## src/rtl/lzcb_pkg.sv

```systemverilog
// Shared constants and types for the LZ control-byte decompressor.
// No dependencies; lzcb_window, lzcb_packer and the decompressor refer to it by scoped names.
package lzcb_pkg;

	localparam int WINDOW_BYTES = 4096;
	localparam int WIN_AW       = $clog2(WINDOW_BYTES);
	localparam int LANE_BYTES   = 8;
	localparam int LANE_MAX     = 8;
	localparam int HDR_BYTES    = 4;
	localparam int CTRL_ITEMS   = 8;
	localparam int LEN_MIN      = 3;
	localparam int LEN_EXT      = 18;
	localparam logic [3:0] NIB_EXT = 4'hf;

	typedef struct packed {
		logic              en;
		logic [WIN_AW-1:0] addr;
		logic [7:0]        data;
	} win_wr_t;

	typedef struct packed {
		logic push;
		logic clear;
	} pk_ctl_t;

endpackage

```

## src/rtl/lzcb_packer.sv

```systemverilog
// Packing lane: collects copied bytes, earliest byte in the low bits.
// Depends on lzcb_pkg (control struct, lane size).
module lzcb_packer (
	input  logic              clk,
	input  logic              arst_n,
	input  lzcb_pkg::pk_ctl_t ctl,
	input  logic [7:0]        din,
	output logic [63:0]       data,
	output logic [3:0]        cnt
);

	logic [63:0] data_q;
	logic [3:0]  cnt_q;
	logic [63:0] data_push;

	always_comb begin
		data_push = data_q;
		for (int i = 0; i < lzcb_pkg::LANE_MAX; i++) begin
			if (cnt_q[2:0] == 3'(i)) begin
				data_push[8*i +: 8] = din;
			end
		end
	end

	always_ff @(posedge clk or negedge arst_n) begin
		if (!arst_n) begin
			data_q <= '0;
			cnt_q  <= '0;
		end else if (ctl.clear) begin
			data_q <= '0;
			cnt_q  <= '0;
		end else if (ctl.push) begin
			data_q <= data_push;
			cnt_q  <= cnt_q + 4'd1;
		end
	end

	assign data = data_q;
	assign cnt  = cnt_q;

endmodule

```

## config.mk

```make
export PLATFORM = sky130hd
export DESIGN_NAME = lzcb_packer
export DESIGN_NICKNAME = d
export VERILOG_FILES = /design/src/rtl/lzcb_pkg.sv /design/src/rtl/lzcb_packer.sv
export SDC_FILE = /design/constraint.sdc
export NUM_CORES = 1
export LEC_CHECK = 0
export ABC_AREA = 1
export BUFFER_PORTS_ARGS = -buffer_cell sky130_fd_sc_hd__buf_2
export CORE_MARGIN = 2
export CORE_UTILIZATION = 52
export CTS_CLUSTER_DIAMETER = 50
export CTS_CLUSTER_SIZE = 30
export DETAILED_ROUTE_END_ITERATION = 12
export GPL_ROUTABILITY_DRIVEN = 0
export PLACE_DENSITY = 0.79
export SLEW_MARGIN = 10
export SYNTH_ARGS = -nofsm -noshare
export SYNTH_HDL_FRONTEND = slang
export SYNTH_SLANG_ARGS = --single-unit
export TNS_END_PERCENT = 30
```

## constraint.sdc

```tcl
create_clock -name clk -period 1.9 [get_ports clk]
set_input_delay 0.19 -clock clk [delete_from_list [all_inputs] [get_ports clk]]
set_output_delay 0.19 -clock clk [all_outputs]
set_load 0.005 [all_outputs]
```

Word level (Yosys, flattened, before mapping)
Index checks and enable logic that the tools add are counted.
{ "totals": {"reg_bits": 68, "inputBits": 12, "elab_cells": 47} }
{ "op_classes": {"add_sub_neg": 1, "n_eq_ne": 7, "muxes": 12, "reduce_logical": 18} }
{ "ops": {"columns": ["operator", "n"], "rows": [
  ["two-way mux 64 bit", 2],
  ["two-way mux 8 bit", 8],
  ["nonzero test 2 bit", 9],
  ["AND reduction 2 bit", 8],
  ["equality test 3 bit (second input constant)", 4],
  ["two-way mux 4 bit", 2],
  ["equality test 3 x 2 -> 1 bit (second input constant)", 2],
  ["adder 4 x 1 -> 4 bit (second input constant)", 1],
  ["equality test 3 x 1 -> 1 bit (second input constant)", 1],
  ["logical NOT 3 bit", 1]
]} }

Longest topological paths before layout
{ "logic_depth": {"word_depth": 4, "mapped_depth": 7, "mapped_depth_nobuf": 6} }

Worst setup path before layout
Ideal clock, no wire load.
{ "synth_path": {"kind": "register to register", "from": "reg cnt_q[0] (netlist: cnt[0])", "to": "reg data_q[24] (netlist: data[24])", "setup_time_ns": 0.117, "arrival_time_ns": 1.252, "required_ns": 1.783, "path_slack_ns": 0.531, "stages_incl_launch_ff": 7, "path_buffers": 0, "synth_period_minus_slack_ns": 1.369, "path_cell_list": "dfrtp_1 ha_1 ha_1 nand2_1 nand2_2 nand2_1 nand2_1"} }
{ "synth_via": {"elab_chain_cells": 3} }
{ "synth_lines": {"columns": ["item", "line_no", "text"], "rows": [
  ["start: declaration", "lzcb_packer.sv:13", "logic [3:0] cnt_q;"],
  ["start signal: assignment", "lzcb_packer.sv:34", "cnt_q <= cnt_q + 4'd1;"],
  ["equality test 3 x 2 -> 1 bit", "lzcb_packer.sv:19", "if (cnt_q[2:0] == 3'(i)) begin"],
  ["nonzero test 2 bit (no source line)", null, null],
  ["AND reduction 2 bit (no source line)", null, null],
  ["end signal: assignment", "lzcb_packer.sv:33", "data_q <= data_push;"],
  ["end: declaration", "lzcb_packer.sv:12", "logic [63:0] data_q;"]
]} }
Every way passes these cells.
A chain may end at the register's enable or synchronous reset.

Worst setup path in the final report
{ "layout_path": {"from": "reg cnt_q[0] (netlist: cnt[0])", "to": "reg data_q[58] (netlist: data[58])"} }
{ "layout_via": {"elab_chain_cells": 3} }
{ "layout_lines": {"columns": ["item", "line_no"], "rows": [
  ["equality test 3 bit", "lzcb_packer.sv:19"],
  ["nonzero test 2 bit (no source line)", null],
  ["AND reduction 2 bit (no source line)", null]
]} }
Every way passes these cells.

==> flow_summary.toml <==
[global_route]
grt_pass1_wl_um = 11800
grt_pass1_vias = 2408
overflow = 0
antenna_found_initial = 0
grt_start_max_net_pins = 69
grt_use_total_pct = 25.1

[detailed_routing]
drtAntennaViolNets = 0
drt_pre_antenna_iters = 4
route.detailed.drc = 0
viasPerCell = 5.15
detail_route.wirelength_um = 7430
vias = 2586
drtIter0Drc = 119
wl_per_cell_um = 14.8

[floorplanning]
core_area_mm2 = 0.00547
rows = 27
io-pin-count = 80
dieArea_mm2 = 0.00627
start_util_pct = 53.7
die_w_um = 79.2
die_h_um = 79.2

[cts]
cts_root_buf = "clkbuf_8"
clk_latency_ns = 0.34
cts_tree = "done"
post_cts_buffers = 0
hold_buffers = 1
ctsResizeCount = 0
cts.path.max_buffers = 2
cts-buffers-inserted = 9
cts-htree-levels = 3
cts.sinks = 68
clk_pin_slew_ns = 0.07

[timing]
max_freq_mhz = 639
finalCritPeriodShare_pct = 82.3
hold_slack_ns = 0.269
hold_viol = 0
skew_ns = 0.00950
relSlewSlack_pct = 76.0
tns_ns = 0
tightest_slew_ns = 0.360
setup_viol = 0
grt_setup_unrepaired = "no"
min_period_ns = 1.56
final_max_slew_viol_count = 0

[critical_path]
worst-setup-path-type = "reg -> reg"
path_common_cell = "nand2_1"
path_delay_family = "simple AND/OR/NAND/NOR gates"
path_max_fanout = 9
worstPathRequired_ns = 2.14
path_buf_inv = 0
cp.arrival_ns = 1.80
crit_slowest_cell = "dfrtp_1"
crit_chain = "ha_1 > ha_1 > nand2_1 > nand2_2 > nand2_1 > nand2_1"
critPathLaunchType = "flop"
end_kind = "flop"
max_stage_delay_ns = 0.44
r2r_slack_ns = 0.34

[power]
ir_drop_mv = 0.454
leakage_nw = 2.22
power_density_mw_per_mm2 = 872

[logic_synthesis]
avgSynthCellArea_um2 = 8.93
syn_area_mm2 = 0.00294
synth_area_leaders = "dfrtp_1, nand2_1, nand3_1"
ys_seq_area_share_pct = 57.9
synth_most_common_cell = "nand2_1"
synth_seq_cells = 68
syn_inst = 329
synth_edf_count = 0
synthesis.nets = 347
synth_cell_types = 18
synth_commonest_cells = "nand2_1, dfrtp_1, nand3_1"
synth_top_area_cell = "dfrtp_1"
async_flop_share_pct = 100
synth-main-ff-cell = "dfrtp_1"
synth_top_area_share_pct = 57.9
synth_warnings = 0

[final_layout]
antenna_cells = 0
instances_no_fill = 502
num-fill-cells = 461
final_cell_area_mm2 = 0.00369
final_nets = 443
drive_gt1_share_pct = 29.5
area_delta_synth_final_pct = 25.5

[placed_design]
hpwl_um = 4910
placed_cells = 485
place_area_mm2 = 0.00347
portBuffers = 79

[run_status]
status = "completed"

[worst_hold_path]
hold_class = "in -> reg"

[flow_run]
drv_cap = 0
power by group:
group / total (mW) / switching (mW) / internal, mW
combinational: 0.409 / 0.247 / 0.163
clock: 1.21 / 0.532 / 0.674
sequential: 1.60 / 0.0587 / 1.54
total: 3.22 / 0.838 / 2.38
cell usage in the layout (no fill, tap or decap), types with 6 or more instances in the layout:
master / n
nor2_1: 11
buf_2: 79
inv_1: 11
nand2_1: 136
dfrtp_1: 68
ha_1: 6
nand3_1: 66
buf_4: 15
clkbuf_8: 11
cells by family (layout without fill, tap and decap cells):
logic type | Yosys count | count (layout) | synth area share [%]
buf+inv | 27 | 128 | 5.07
fa+ha+maj | 6 | 6 | 2.55
simple gates | 225 | 225 | 33.9
compound gates | 3 | 3 | 0.554
flops | 68 | 68 | 57.9
metal layers:
layer,vias up,global-route usage (%),part of all wire (%)
li1,1243,-,-
met2,105,39.3,47
met5,-,0,0
met3,13,6.36,8.2
met4,0,10.2,2.0
met1,1225,33.7,43
path summary, 6_finish.rpt:
check	from	cells after the start	to
hold reg to reg	data[6]	2	data[6]
max in group asynchronous	arst_n	3	data[14]
hold / removal	ctl[1]	3	cnt[1]
setup reg to reg	cnt[0]	6	data[58]
min in group asynchronous	arst_n	3	data[3]
setup / recovery	cnt[0]	6	data[58]
area by class of cell:
type	count	area, um^2	area share [%]
clock buffer	12	155	4.21
clock inverter	4	47.5	1.29
inverter	16	66.3	1.80
multi-input combinational	234	1090	29.5
sequential	68	1700	46.1
tap	72	90.1	2.44
timing repair buffer	96	538	14.6
state kept, by name (all words and copies together), names as in the netlist:
signal,cells
cnt,4
data,64
tightest hold or removal path, stage by stage:
cell	delay [ns]
buf_2	0.18
nand3_1	0.10
o21ai_0	0.08
per-stage QoR:
stage,setup slack [ns],utilization [%],total power [mW]
after floorplan,0.531,-,1.82
after global placement,0.443,63.5,2.02
after detailed placement,0.334,63.5,2.04
after CTS,0.325,67.4,3.25
after global routing,0.206,67.4,3.37
final,0.336,67.4,3.22
Power figures use the tool's default switching activity.
